==> src/sv/perceptron_trainer_defines.svh <==
// ---------------------------------------------------------------------------
// Perceptron trainer assertion macros
// Shared property shorthands for the checks in the perceptron trainer.
// ---------------------------------------------------------------------------
`ifndef PERCEPTRON_TRAINER_DEFINES_SVH
`define PERCEPTRON_TRAINER_DEFINES_SVH

// Same-cycle implication, sampled on clk and disabled during reset.
`define PT_ASSERT_IMPLIES(name, pre, post, msg) \
	name: assert property (@(posedge clk) disable iff (!arst_n) (pre) |-> (post)) \
		else $error(msg);

// Next-cycle implication, sampled on clk and disabled during reset.
`define PT_ASSERT_NEXT(name, pre, post, msg) \
	name: assert property (@(posedge clk) disable iff (!arst_n) (pre) |=> (post)) \
		else $error(msg);

`endif

==> src/sv/pt_pkg.sv <==
// ---------------------------------------------------------------------------
// Perceptron trainer package
// Word types, command and register codes and sizing constants.
// ---------------------------------------------------------------------------
`timescale 1ns / 1ps
`default_nettype none

package pt_pkg;

	localparam int unsigned MAX_SAMPLES_DEF  = 256;
	localparam int unsigned MAX_FEATURES_DEF = 8;

	// Accumulator width covers up to 255 products of 48 bits plus the bias term.
	localparam int unsigned ACC_W  = 56;
	localparam int unsigned PASS_W = 17;
	localparam int unsigned QUEUE_DEPTH = 4;

	localparam logic [1:0] CMD_LOAD     = 2'd0;
	localparam logic [1:0] CMD_TRAIN    = 2'd1;
	localparam logic [1:0] CMD_CLASSIFY = 2'd2;
	localparam logic [1:0] CMD_CLEAR    = 2'd3;

	localparam logic [1:0] CFG_FEATURE_COUNT = 2'd0;
	localparam logic [1:0] CFG_LEARN_RATE    = 2'd1;
	localparam logic [1:0] CFG_MAX_PASSES    = 2'd2;

	localparam logic KIND_WEIGHT = 1'b0;
	localparam logic KIND_CLASS  = 1'b1;

	typedef struct packed {
		logic [1:0]          command;
		logic signed [15:0]  feature_value;
		logic                label_positive;
	} in_word_t;

	typedef struct packed {
		logic                kind;
		logic signed [31:0]  weight_value;
		logic                class_positive;
		logic                converged;
		logic                last;
	} out_word_t;

	typedef struct packed {
		logic [3:0]  feature_count;
		logic [15:0] learn_rate;
		logic [15:0] max_passes;
	} cfg_t;

	// Decoded operation as it sits in the queue.
	typedef struct packed {
		logic                is_load;
		logic                is_train;
		logic                is_classify;
		logic                is_clear;
		logic signed [15:0]  x;
		logic                label;
	} entry_t;

	typedef struct packed {
		logic training;
		logic pipe_busy;
	} status_t;

endpackage

`default_nettype wire

==> src/sv/pt_front.sv <==
// ---------------------------------------------------------------------------
// Perceptron trainer front end
// Accepts sample words, decodes the command and hands them to the queue.
// ---------------------------------------------------------------------------
`timescale 1ns / 1ps
`default_nettype none

module pt_front (
	input  wire logic             clk,
	input  wire logic             arst_n,
	input  wire logic             sample_valid,
	output logic                  sample_stall,
	input  wire pt_pkg::in_word_t sample_word,
	output logic                  push,
	output pt_pkg::entry_t        entry,
	input  wire logic             full
);
	import pt_pkg::*;

	logic   v_s1;
	entry_t e_s1;
	logic   accept;

	assign push         = v_s1 && !full;
	assign sample_stall = v_s1 && full;
	assign accept       = sample_valid && !sample_stall;
	assign entry        = e_s1;

	always_ff @(posedge clk or negedge arst_n) begin
		if (!arst_n) begin
			v_s1 <= 1'b0;
		end else if (accept) begin
			v_s1 <= 1'b1;
		end else if (push) begin
			v_s1 <= 1'b0;
		end
	end

	always_ff @(posedge clk) begin
		if (accept) begin
			e_s1.is_load     <= (sample_word.command == CMD_LOAD);
			e_s1.is_train    <= (sample_word.command == CMD_TRAIN);
			e_s1.is_classify <= (sample_word.command == CMD_CLASSIFY);
			e_s1.is_clear    <= (sample_word.command == CMD_CLEAR);
			e_s1.x           <= sample_word.feature_value;
			e_s1.label       <= sample_word.label_positive;
		end
	end

endmodule

`default_nettype wire

==> config.mk <==
export PLATFORM = sky130hd
export DESIGN_NAME = pt_front
export DESIGN_NICKNAME = d
export VERILOG_FILES = /design/src/sv/perceptron_trainer_defines.svh /design/src/sv/pt_pkg.sv /design/src/sv/pt_front.sv
export SDC_FILE = /design/constraint.sdc
export NUM_CORES = 1
export LEC_CHECK = 0
export BUFFER_PORTS_ARGS = -buffer_cell sky130_fd_sc_hd__clkbuf_2
export CAP_MARGIN = 30
export CORE_MARGIN = 10
export CORE_UTILIZATION = 38
export DETAILED_ROUTE_END_ITERATION = 8
export PLACE_DENSITY = 0.74
export SLEW_MARGIN = 20
export SYNTH_ARGS = -nofsm -noshare
export SYNTH_HDL_FRONTEND = slang
export SYNTH_SLANG_ARGS = --single-unit
==> constraint.sdc <==
create_clock -name clk -period 5.1 [get_ports clk]
set_input_delay 0 -clock clk [delete_from_list [all_inputs] [get_ports clk]]
set_output_delay 0 -clock clk [all_outputs]
set_load 0.005 [all_outputs]
**Word-level counts from Yosys, hierarchy flattened**

Cells that the tools add are included.

- Output and inout bits: 23
- Input port bits: 23
- Register bits: 22

- Reductions and logical operators: 7
- Eq/ne operators: 3
- Muxes and demuxes: 2

Operators by type and width:

| operator | number |
|---|---|
| equality test 2 bit, second input constant | 2 |
| logical AND 1 bit | 3 |
| equality test 2 x 1 -> 1 bit, second input constant | 1 |
| zero test 1 bit | 2 |
| zero test 2 bit | 1 |
| two-way mux 1 bit | 2 |
| nonzero test 2 bit | 1 |

**Logic depth before layout (Yosys ltp)**

- Word-level depth: 4
- Mapped depth: 1
- Depth with buffers taken out: 1

**Worst setup path after synthesis**

Ideal clock, no wire load.

- Kind: register to register
- From: register v_s1
- To: register e_s1 (netlist bit entry[0]) (enable)
- Data arrival time: 1.973 ns
- Period minus slack after synthesis: 2.405 ns
- Data required time: 4.668 ns
- Setup slack: 2.695 ns
- Cell stages (with the launch flop): 2
- Path through: dfrtp_1 -> a21boi_0

- Word-level cells in the longest chain between the ends: 3

Ends and longest elaborated chain:

| what | line | RTL |
|---|---|---|
| from (decl) | pt_front.sv:20 | `logic v_s1;` |
| from (signal assigned) | pt_front.sv:31 | `v_s1 <= 1'b0;` |
| from (signal assigned) | pt_front.sv:33 | `v_s1 <= 1'b1;` |
| from (signal assigned) | pt_front.sv:35 | `v_s1 <= 1'b0;` |
| logical AND 1 bit | pt_front.sv:25 | `assign sample_stall = v_s1 && full;` |
| zero test 1 bit | pt_front.sv:26 | `assign accept = sample_valid && !sample_stall;` |
| logical AND 1 bit | pt_front.sv:26 |  |
| via accept | pt_front.sv:22 | `logic accept;` |
| to (decl) | pt_front.sv:21 | `entry_t e_s1;` |

The timed path passes the listed nets, and every way through them passes these cells.
A chain may end at the register's enable or synchronous reset.

**Final worst setup path**

- From: register v_s1
- To: register e_s1 (netlist bit entry[13]) (enable)

The elaborated chain is that of the path after synthesis.

==> impl_metrics.py <==
metrics = {
    "synthesis": {
        "synth_cells": 30,
        "synth-edff-count": 21,
        "ys_ff_latch": 22,
        "synth-main-ff-cell": "edfxtp_1",
        "syn_avg_cell_area_um2": 23.5,
        "syn_area_um2": 706,
        "yosysTopAreaCell": "edfxtp_1",
        "synth_most_common_cell": "edfxtp_1",
        "synth_commonest_cells": "edfxtp_1 (21), nor2b_1 (3), and2_1 (2)",
        "syn-num-nets": 53,
        "yosysSeqAreaShare_pct": 92.9,
        "ys_top_cells_by_area": "edfxtp_1 (89%), dfrtp_1 (3.5%), nor2b_1 (2.7%)",
        "ys_warn_count": 0,
        "synth_top_area_share_pct": 89.4,
        "synth.distinct_cells": 7,
        "async_flop_share_pct": 4.55,
    },
    "route": {
        "drt_iter0_drc": 11,
        "drt_drc_violations_left": 0,
        "ant_nets": 0,
        "avgRoutedWirePerCell_um": 15.3,
        "wirelength_mm": 1.96,
        "vias_per_cell": 4.20,
        "first_pass_iters": 2,
        "dr_total_vias": 537,
    },
    "critical_path": {
        "cpMaxStageDelayCell": "a21boi_4",
        "crit_family": "compound AO/OA/AOI/OAI gates",
        "crit_path_end_kind": "register",
        "cpPeakStageDelay_ps": 560,
        "reg2reg_from": "v_s1$_DFFE_PN0P_",
        "start_kind": "register",
        "critical_path_peak_fanout": 21,
        "cp-startpoint": "v_s1$_DFFE_PN0P_",
        "cp_data_arrival_time_ps": 1320,
        "worstPathCellList": "a21boi_4",
        "reg2reg_to": "entry[13]$_DFFE_PP_",
        "path_depth": 1,
        "worstPathRequired_ps": 5060,
        "crit_buf_inv": 0,
        "worstSetupPathType": "register to register",
        "rr_worst_depth": 1,
        "crit_end": "entry[13]$_DFFE_PP_",
        "reg2reg_slack_ps": 3740,
    },
    "grt": {
        "grt_first_pass_wirelength_mm": 3.22,
        "grt_max_degree": 22,
        "grt_use_total_pct": 10.1,
        "grt_overflow": 0,
        "grt_pass1_vias": 648,
        "antenna_found_initial": 0,
    },
    "floorplan": {
        "fp.dieW_um": 63.1,
        "die_y_um": 63.1,
        "initial_utilization_pct": 40.4,
        "dieArea_um2": 3980,
        "rows": 15,
        "core_area_um2": 1750,
        "ios": 46,
    },
    "clocking": {
        "clk_latency_ps": 310,
        "cts_buffers": 3,
        "htree_levels": 1,
        "cts_tree": "done",
        "clk_pin_slew_ps": 120,
        "clockBufferDepth": 2,
        "root_buffer": "clkbuf_4",
        "numClockSinks": 22,
        "ctsResizeCount": 0,
    },
    "power_and_ir_drop": {
        "clkPwrFrac_pct": 34.3,
        "combinationalPowerShare_pct": 11.1,
        "ir_drop_v": 0.000191,
        "p_total_mw": 0.390,
        "internal-power_mw": 0.316,
        "p_leak_nw": 0.556,
        "switchingPower_mw": 0.0740,
        "switching_share_pct": 19.0,
        "power_density_nw_per_um2": 308,
        "p_seq_share_pct": 54.6,
    },
    "run": {
        "maxCapViolCount": 0,
    },
    "placed_design": {
        "portBuffers": 45,
        "hpwl_mm": 1.29,
        "place.gp.congestion": 0.689,
    },
    "sta": {
        "setup_tns_ps": 0,
        "setup_viol_count_final": 0,
        "maxSlewHeadroom_pct": 55.8,
        "fmaxAchievable_ghz": 0.733,
        "period_share_pct": 26.8,
        "rsz0062_at_grt": "false",
        "worst_pin_slew_ps": 661,
        "finalHoldViolCount": 0,
        "clock_skew_ps": 1.43,
        "fin_crit_ps": 1360,
        "slew_viol_final": 0,
    },
    "cells_and_area": {
        "n_antenna_cell": 0,
        "nets": 127,
        "area_delta_synth_final_pct": 79.4,
        "drive_gt1_share_pct": 48.5,
    },
    "hold_path": {
        "hold_class": "input pin to register",
    },
    "run_status": {
        "outcome": "complete, no violations",
    },
}
-- placed cells by master, fill, tap and decap left out --
cell type / instances
edfxtp_1: 21
dfrtp_1: 1
a21boi_4: 1
clkbuf_2: 45
nor2_1: 1
dlygate4sd3_1: 24
and2_1: 2
nor2b_1: 3
a21o_1: 1
clkbuf_4: 3
bufinv_16: 1
-- worst min-delay path by stage --
stage	start	endpoint	slack (ps)	cells after the start
2_1_floorplan	arst_n	v_s1$_DFFE_PN0P_	-300	0
3_3_place_gp	arst_n	v_s1$_DFFE_PN0P_	-220	1
3_5_place_dp	arst_n	v_s1$_DFFE_PN0P_	-220	1
4_1_cts	full	push	280	3
5_1_grt	full	entry[17]$_DFFE_PP_	210	2
6_report	full	entry[5]$_DFFE_PP_	190	2
-- power by group through the flow --
| stage | registers [mW] | clock network, mW | logic [mW] |
|---|---|---|---|
| 2_1_floorplan | 0.218 | 0 | 0.00556 |
| 3_3_place_gp | 0.217 | 0 | 0.0273 |
| 3_5_place_dp | 0.217 | 0 | 0.0279 |
| 4_1_cts | 0.213 | 0.134 | 0.0425 |
| 5_1_grt | 0.214 | 0.140 | 0.0479 |
| 6_report | 0.213 | 0.134 | 0.0431 |
-- final cells by class --
type                            count  area [um2]
Clock inverter                      1        30.0
Tap cell                           25        31.3
Timing Repair Buffer               69         465
Sequential cell                    22         656
Fill cell                         124         479
Multi-Input combinational cell      8        61.3
Clock buffer                        3        22.5
-- cells by family (layout without fill, tap and decap cells) --
kind of cell / count (synthesis) / after routing / share of synthesized area [%]
and+or+nand+nor: 6 / 6 / 4.96
DFF: 22 / 22 / 92.9
AOI/OAI and AO/OA: 2 / 2 / 2.13
buffers and inverters: 0 / 73 / 0
-- registers in the layout, summed over array words and instances (netlist names) --
| name | flops |
|---|---|
| entry | 21 |
| v_s1 | 1 |
-- stage by stage --
| step | setup WS [ps] | util, % | cells | instance area [um2] | hold WS, ps |
|---|---|---|---|---|---|
| floorplan | 2700 | - | 30 | 706 | -296 |
| global placement | 3530 | 55.3 | 100 | 966 | -224 |
| detailed placement | 3490 | 55.3 | 100 | 966 | -223 |
| CTS | 3480 | 72.1 | 128 | 1260 | 279 |
| global route | 3650 | 72.5 | 128 | 1270 | 209 |
| finish | 3740 | 72.5 | 128 | 1270 | 191 |
-- routing by layer --
metal | global-route usage (%) | wire (um)
met1 | 10.1 | 742
met4 | 3.35 | 0
met5 | 0 | 0
met3 | 6.01 | 275
met2 | 17.0 | 939
-- repair_timing --
action,in CTS,in global routing
endpoints found under the setup margin,0,0
setup buffers,0,0
hold buffers,24,0
hold endpoints to repair,22,0
No activity file was read; power rests on OpenSTA's default activity.
