File: src/sv/perceptron_trainer_defines.svh
// ---------------------------------------------------------------------------
// Perceptron trainer assertion macros
// Shared property shorthands for the checks in the perceptron trainer.
// ---------------------------------------------------------------------------
`ifndef PERCEPTRON_TRAINER_DEFINES_SVH
`define PERCEPTRON_TRAINER_DEFINES_SVH

// Same-cycle implication, sampled on clk and disabled during reset.
`define PT_ASSERT_IMPLIES(name, pre, post, msg) \
	name: assert property (@(posedge clk) disable iff (!arst_n) (pre) |-> (post)) \
		else $error(msg);

// Next-cycle implication, sampled on clk and disabled during reset.
`define PT_ASSERT_NEXT(name, pre, post, msg) \
	name: assert property (@(posedge clk) disable iff (!arst_n) (pre) |=> (post)) \
		else $error(msg);

`endif

File: src/sv/pt_pkg.sv
// ---------------------------------------------------------------------------
// Perceptron trainer package
// Word types, command and register codes and sizing constants.
// ---------------------------------------------------------------------------
`timescale 1ns / 1ps
`default_nettype none

package pt_pkg;

	localparam int unsigned MAX_SAMPLES_DEF  = 256;
	localparam int unsigned MAX_FEATURES_DEF = 8;

	// Accumulator width covers up to 255 products of 48 bits plus the bias term.
	localparam int unsigned ACC_W  = 56;
	localparam int unsigned PASS_W = 17;
	localparam int unsigned QUEUE_DEPTH = 4;

	localparam logic [1:0] CMD_LOAD     = 2'd0;
	localparam logic [1:0] CMD_TRAIN    = 2'd1;
	localparam logic [1:0] CMD_CLASSIFY = 2'd2;
	localparam logic [1:0] CMD_CLEAR    = 2'd3;

	localparam logic [1:0] CFG_FEATURE_COUNT = 2'd0;
	localparam logic [1:0] CFG_LEARN_RATE    = 2'd1;
	localparam logic [1:0] CFG_MAX_PASSES    = 2'd2;

	localparam logic KIND_WEIGHT = 1'b0;
	localparam logic KIND_CLASS  = 1'b1;

	typedef struct packed {
		logic [1:0]          command;
		logic signed [15:0]  feature_value;
		logic                label_positive;
	} in_word_t;

	typedef struct packed {
		logic                kind;
		logic signed [31:0]  weight_value;
		logic                class_positive;
		logic                converged;
		logic                last;
	} out_word_t;

	typedef struct packed {
		logic [3:0]  feature_count;
		logic [15:0] learn_rate;
		logic [15:0] max_passes;
	} cfg_t;

	// Decoded operation as it sits in the queue.
	typedef struct packed {
		logic                is_load;
		logic                is_train;
		logic                is_classify;
		logic                is_clear;
		logic signed [15:0]  x;
		logic                label;
	} entry_t;

	typedef struct packed {
		logic training;
		logic pipe_busy;
	} status_t;

endpackage

`default_nettype wire

File: src/sv/pt_queue.sv
// ---------------------------------------------------------------------------
// Perceptron trainer operation queue
// Short FIFO that decouples the front end from the back end.
// ---------------------------------------------------------------------------
`timescale 1ns / 1ps
`default_nettype none

module pt_queue (
	input  wire logic           clk,
	input  wire logic           arst_n,
	input  wire logic           push,
	input  wire pt_pkg::entry_t push_entry,
	output logic                full,
	output logic                q_valid,
	output pt_pkg::entry_t      q_entry,
	input  wire logic           q_pop
);
	import pt_pkg::*;

	localparam int unsigned IW = $clog2(QUEUE_DEPTH);
	localparam int unsigned CW = $clog2(QUEUE_DEPTH + 1);

	entry_t          slot_q [0:QUEUE_DEPTH-1];
	logic [IW-1:0]   wp_q;
	logic [IW-1:0]   rp_q;
	logic [CW-1:0]   cnt_q;

	assign full    = (cnt_q == CW'(QUEUE_DEPTH));
	assign q_valid = (cnt_q != '0);
	assign q_entry = slot_q[rp_q];

	always_ff @(posedge clk or negedge arst_n) begin
		if (!arst_n) begin
			wp_q  <= '0;
			rp_q  <= '0;
			cnt_q <= '0;
		end else begin
			if (push) begin
				wp_q <= wp_q + 1'b1;
			end
			if (q_pop) begin
				rp_q <= rp_q + 1'b1;
			end
			if (push && !q_pop) begin
				cnt_q <= cnt_q + 1'b1;
			end else if (q_pop && !push) begin
				cnt_q <= cnt_q - 1'b1;
			end
		end
	end

	always_ff @(posedge clk) begin
		if (push) begin
			slot_q[wp_q] <= push_entry;
		end
	end

endmodule

`default_nettype wire

File: config.mk
export PLATFORM = sky130hd
export DESIGN_NAME = pt_queue
export DESIGN_NICKNAME = d
export VERILOG_FILES = /design/src/sv/perceptron_trainer_defines.svh /design/src/sv/pt_pkg.sv /design/src/sv/pt_queue.sv
export SDC_FILE = /design/constraint.sdc
export NUM_CORES = 1
export LEC_CHECK = 0
export BUFFER_PORTS_ARGS = -buffer_cell sky130_fd_sc_hd__buf_2
export CAP_MARGIN = 20
export CORE_MARGIN = 2
export CORE_UTILIZATION = 53
export CTS_BUF_LIST = sky130_fd_sc_hd__clkbuf_2 sky130_fd_sc_hd__clkbuf_4 sky130_fd_sc_hd__clkbuf_8
export DETAILED_ROUTE_END_ITERATION = 8
export PLACE_DENSITY = 0.75
export SYNTH_ARGS = -nofsm -noshare
export SYNTH_HDL_FRONTEND = slang
export SYNTH_SLANG_ARGS = --single-unit
File: constraint.sdc
create_clock -name clk -period 1.5 [get_ports clk]
set_input_delay 0.3 -clock clk [delete_from_list [all_inputs] [get_ports clk]]
set_output_delay 0.3 -clock clk [all_outputs]
set_load 0.1 [all_outputs]
==> Word-level counts from Yosys, hierarchy flattened <==
Memories as Yosys holds them, arrays and structs flattened.
Cells that the tools add are included.
{ "op_classes": {"add_sub_neg": 4, "mul": 0, "n_div": 0, "order_cmp": 0, "eq_ne": 1, "n_shift": 0, "n_mux": 4, "n_bitwise": 0, "n_reduce_logical": 6} }
{ "op_table": {"columns": ["cell", "n"], "rows": [
  ["3-bit 2-to-1 mux", 2],
  ["2-bit by 1-bit adder with 2-bit output (second input constant)", 2],
  ["3-bit by 1-bit adder with 3-bit output (second input constant)", 1],
  ["3-bit equality test (second input constant)", 1],
  ["3-bit nonzero test", 1],
  ["3-bit by 1-bit subtractor with 3-bit output (second input constant)", 1],
  ["1-bit logical AND", 2],
  ["1-bit logical NOT", 2],
  ["1-bit 2-to-1 mux", 2],
  ["2-bit nonzero test", 1]
]} }
{ "totals": {"register_bits": 7, "latch_bits": 0, "mem_bits_rw": 84, "romBits": 0, "in_bits": 25, "out_inout_bits": 23, "word_cells": 19, "mem_count": 1} }
{ "memory_table": {"columns": ["memory", "words", "word_bits", "read_ports", "rd_clocked_by_memory_dff", "wr", "line", "text"], "rows": [
  ["slot_q", 4, 21, 1, 0, 1, "pt_queue.sv:23", "entry_t slot_q [0:QUEUE_DEPTH-1];"]
]} }

==> Depth between registers and ports, before layout <==
{ "depth": {"depth_word": 4, "ltp_mapped": 7, "depth_no_buf": 7} }

==> Worst setup path before layout <==
No wires, ideal clock.
{ "synth_path": {"path_kind": "flip-flop to output port", "from": "reg cnt_q[0]", "to": "out full", "t_arrival_ns": 2.647, "required_time_ns": 1.200, "setup_slack_ns": -1.447, "stages_incl_launch_ff": 2, "path_buffers": 0, "cell_sequence": "dfrtp_1 > nor3b_1"} }
{ "synth_via": {"elab_chain_cells": 1} }
{ "synth_rtl": {"columns": ["item", "line", "text"], "rows": [
  ["start, declared", "pt_queue.sv:26", "logic [CW-1:0] cnt_q;"],
  ["start signal, assigned", "pt_queue.sv:45", "cnt_q <= cnt_q + 1'b1;"],
  ["start signal, assigned", "pt_queue.sv:47", "cnt_q <= cnt_q - 1'b1;"],
  ["3-bit equality test", "pt_queue.sv:28", "assign full = (cnt_q == CW'(QUEUE_DEPTH));"],
  ["end, declared", "pt_queue.sv:13", "output logic full,"]
]} }
Every way passes these cells.

==> impl_metrics.prom <==
# TYPE chip_impl_metric gauge
chip_impl_metric{name="yosysUniqueCellTypes",unit=""} 19
chip_impl_info{name="timing.hold.worst_endpoint",value="slot_q[3][16]$_DFFE_PP_"} 1
chip_impl_metric{name="antenna_cells",unit=""} 0
chip_impl_metric{name="grt_antenna_before_repair",unit=""} 0
chip_impl_info{name="routed.top_layer",value="met4"} 1
chip_impl_metric{name="grt_max_degree",unit=""} 22
chip_impl_info{name="cp-start-kind",value="flip-flop"} 1
chip_impl_metric{name="cts.reportedPaths.clkPinSlew",unit="ps"} 80
chip_impl_metric{name="worst_clock_skew",unit="ps"} 6.510
chip_impl_metric{name="synth_enable_flop_cells",unit=""} 84
chip_impl_metric{name="number_of_global_route_vias_before_repair",unit=""} 1769
chip_impl_info{name="hold_path_class",value="primary input to flip-flop"} 1
chip_impl_metric{name="die_height",unit="um"} 84.79
chip_impl_metric{name="r2r.worst_path.cells",unit=""} 5
chip_impl_metric{name="first_iter_violations",unit=""} 60
chip_impl_metric{name="antenna_violating_nets_post_route",unit=""} 0
chip_impl_info{name="min-delay-start",value="push_entry[16]"} 1
chip_impl_metric{name="timing.max_slew.rel_slack",unit="%"} 77.08
chip_impl_metric{name="postSynthRegisterBits",unit=""} 91
chip_impl_metric{name="syn_inst",unit=""} 144
chip_impl_metric{name="met3RoutedLength",unit="um"} 313
chip_impl_metric{name="placed_cell_area",unit="um2"} 3929
chip_impl_metric{name="design_area",unit="um2"} 4375
chip_impl_info{name="clock_tree_from_tritoncts",value="done"} 1
chip_impl_metric{name="cts.sink_count",unit=""} 91
chip_impl_info{name="clock_tree_root",value="sky130_fd_sc_hd__clkbuf_8"} 1
chip_impl_metric{name="drt_pre_antenna_iters",unit=""} 4
chip_impl_metric{name="timing.final.hold_violations",unit=""} 0
chip_impl_metric{name="critPathRequiredTime",unit="ps"} 1200
chip_impl_info{name="dominantRegCellSynth",value="sky130_fd_sc_hd__edfxtp_1"} 1
chip_impl_info{name="synth_top_cells_by_count",value="sky130_fd_sc_hd__edfxtp_1 (84), sky130_fd_sc_hd__mux4_2 (18), sky130_fd_sc_hd__dfrtp_1 (7)"} 1
chip_impl_metric{name="synth_area_per_cell",unit="um2"} 24.02
chip_impl_metric{name="ys_seq_area_share",unit="%"} 77.97
chip_impl_metric{name="fin_nets",unit=""} 255
chip_impl_metric{name="floorplan.initialDensity",unit="%"} 54.80
chip_impl_metric{name="final_cell_count_no_fill",unit=""} 306
chip_impl_metric{name="post-synth-top-area-fraction",unit="%"} 72.91
chip_impl_info{name="critPathCaptureType",value="primary output"} 1
chip_impl_metric{name="detail_route.vias_per_cell",unit=""} 5.359
chip_impl_metric{name="timing.final.ws_setup",unit="ps"} -493.2
chip_impl_metric{name="die_w",unit="um"} 84.79
chip_impl_metric{name="routabilityCongestion",unit=""} 0.7913
chip_impl_info{name="yosys.cell_count.top_type",value="sky130_fd_sc_hd__edfxtp_1"} 1
chip_impl_metric{name="maxCapViolCount",unit=""} 0
chip_impl_metric{name="post-route-period-util",unit="%"} 132.9
chip_impl_info{name="synthDominantAreaCellType",value="sky130_fd_sc_hd__edfxtp_1"} 1
chip_impl_metric{name="io_pins",unit=""} 48
chip_impl_metric{name="cp.arrival",unit="ps"} 1690
chip_impl_metric{name="netlist_area",unit="um2"} 3460
chip_impl_info{name="timing_worst_setup_path_type",value="flip-flop to primary output"} 1
chip_impl_metric{name="whs",unit="ps"} 170.3
chip_impl_metric{name="cp_max_fo",unit=""} 7
chip_impl_info{name="failed_checks",value="setup timing"} 1
chip_impl_metric{name="drt_wl_total",unit="um"} 5786
chip_impl_info{name="outcome",value="finished, violations left"} 1
chip_impl_metric{name="routed-wl-met2",unit="um"} 3150
chip_impl_metric{name="fin_crit",unit="ps"} 1993
chip_impl_metric{name="r2r_setup_slack",unit="ps"} 60
chip_impl_info{name="grt_setup_unrepaired",value="yes"} 1
chip_impl_metric{name="fp_rows",unit=""} 29
chip_impl_metric{name="setup_viol",unit=""} 23
chip_impl_metric{name="grt_total_usage",unit="%"} 16.95
chip_impl_metric{name="postSynth.asyncResetShare",unit="%"} 7.692
chip_impl_metric{name="fp.coreArea",unit="um2"} 6314
chip_impl_metric{name="die_footprint",unit="um2"} 7189
chip_impl_metric{name="buffer_ports.inserted",unit=""} 47
chip_impl_metric{name="finalMaxSlewViolations",unit=""} 0
chip_impl_metric{name="hold-path-cell-count",unit=""} 1
chip_impl_info{name="critical_path.reg2reg.endpoint",value="cnt_q[2]$_DFFE_PN0P_"} 1
chip_impl_metric{name="average_wire_length_per_cell_after_detail_routing",unit="um"} 18.91
chip_impl_metric{name="num_vias",unit=""} 1640
chip_impl_metric{name="drc",unit=""} 0
chip_impl_metric{name="drive_gt1_share",unit="%"} 51.09
chip_impl_metric{name="wl_met1",unit="um"} 2230
chip_impl_metric{name="synth.yosys.warnings",unit=""} 0
chip_impl_metric{name="synthToLayoutAreaGrowth",unit="%"} 26.47
chip_impl_info{name="rr_startpoint",value="cnt_q[0]$_DFFE_PN0P_"} 1
chip_impl_metric{name="achievable-frequency",unit="MHz"} 501.7
chip_impl_metric{name="max_slew.worst_pin.slew",unit="ps"} 343.8
chip_impl_info{name="setup.worst_path.start",value="rp_q[0]$_DFFE_PN0P_"} 1
chip_impl_metric{name="globalRouteOverflowTotal",unit=""} 0
chip_impl_metric{name="numCtsBuffers",unit=""} 9
chip_impl_info{name="synthTopCellsByArea",value="sky130_fd_sc_hd__edfxtp_1 (73%), sky130_fd_sc_hd__mux4_2 (12%), sky130_fd_sc_hd__dfrtp_1 (5.1%)"} 1
chip_impl_metric{name="syn_nets",unit=""} 175
chip_impl_metric{name="place.detailed.hpwl",unit="um"} 3765
chip_impl_metric{name="maximum_clock_path_buffer_count",unit=""} 2
chip_impl_metric{name="worst_skew_pair.late_latency",unit="ps"} 340
chip_impl_metric{name="grt_pass1_wl",unit="um"} 8928
chip_impl_metric{name="ctsHtreeMaxLevel",unit=""} 3
chip_impl_metric{name="place_inst",unit=""} 282
==> state kept, by name, summed over array words and instances (netlist names) <==
register,flops
wp_q,2
slot_q,84
cnt_q,3
rp_q,2
==> layout make-up <==
type	instances	area (um2)
Sequential cell	91	2700
Inverter	4	15.01
Fill cell	404	1938
Multi-Input combinational cell	44	698.2
Timing Repair Buffer	74	675.6
Clock buffer	9	123.9
Clock inverter	7	66.31
Tap cell	77	96.34
==> how the worst max path moves through the flow <==
stage,to,cells after the start
after floorplan,q_entry[10],3
after global placement,q_entry[1],3
after detailed placement,q_entry[2],3
after CTS,q_entry[17],3
after global routing,q_entry[17],3
final,q_entry[7],3
==> cells in the final DEF (no fill, tap or decap), drive strengths merged, types with 2 or more instances in the layout <==
cell type | netlist | routed
inv | 4 | 5
xor2 | 4 | 4
clkbuf | 0 | 10
clkinvlp | 0 | 2
buf | 5 | 72
edfxtp | 84 | 84
dfrtp | 7 | 7
ha | 5 | 5
clkinv | 0 | 3
and2 | 4 | 4
xnor2 | 2 | 2
mux4 | 21 | 21
nand2 | 2 | 2
==> logic make-up after synthesis <==
logic type / after synthesis / synth area share [%]
AOI/OAI and AO/OA: 1 / 0.1445
xor gates and xnor gates: 6 / 1.519
adders and majority gates: 6 / 2.387
buffers and inverters: 9 / 2.206
DFF: 91 / 77.97
muxes: 22 / 14.32
and+or+nand+nor: 9 / 1.447
==> worst max-delay path, cell delays in order (launching register included) <==
cell	delay, ps
sky130_fd_sc_hd__dfrtp_2	450
sky130_fd_sc_hd__clkbuf_16	190
sky130_fd_sc_hd__mux4_2	510
sky130_fd_sc_hd__buf_6	200
==> what timing repair did <==
action | 4_1_cts | 5_1_grt
hold buffers | 1 | 0
cloned | 0 | 1
hold endpoints to repair | 7 | 0
pin swaps | 1 | 5
setup endpoints to repair | 44 | 24
setup buffers | 2 | 4
gates resized for setup | 51 | 5
==> metal layers <==
| layer | up-vias | track usage (%) |
|---|---|---|
| met5 | - | 0 |
| met4 | 0 | 6.494 |
| met3 | 9 | 4.818 |
| met2 | 43 | 29.78 |
| met1 | 841 | 19.86 |
| li1 | 747 | - |
==> stage by stage <==
| stage | utilization [%] | setup TNS (ps) | setup WS [ps] |
|---|---|---|---|
| floorplan | - | -3165 | -167.4 |
| global placement | 62.23 | -3986 | -206.0 |
| detailed placement | 62.23 | -4345 | -228.4 |
| finish | 69.30 | -10370 | -493.2 |
| CTS | 68.19 | -10870 | -530.1 |
| global route | 69.30 | -11790 | -560.5 |
Power is not shown: default switching activity piles up to over one toggle a cycle in this logic, so the estimate is an artifact.
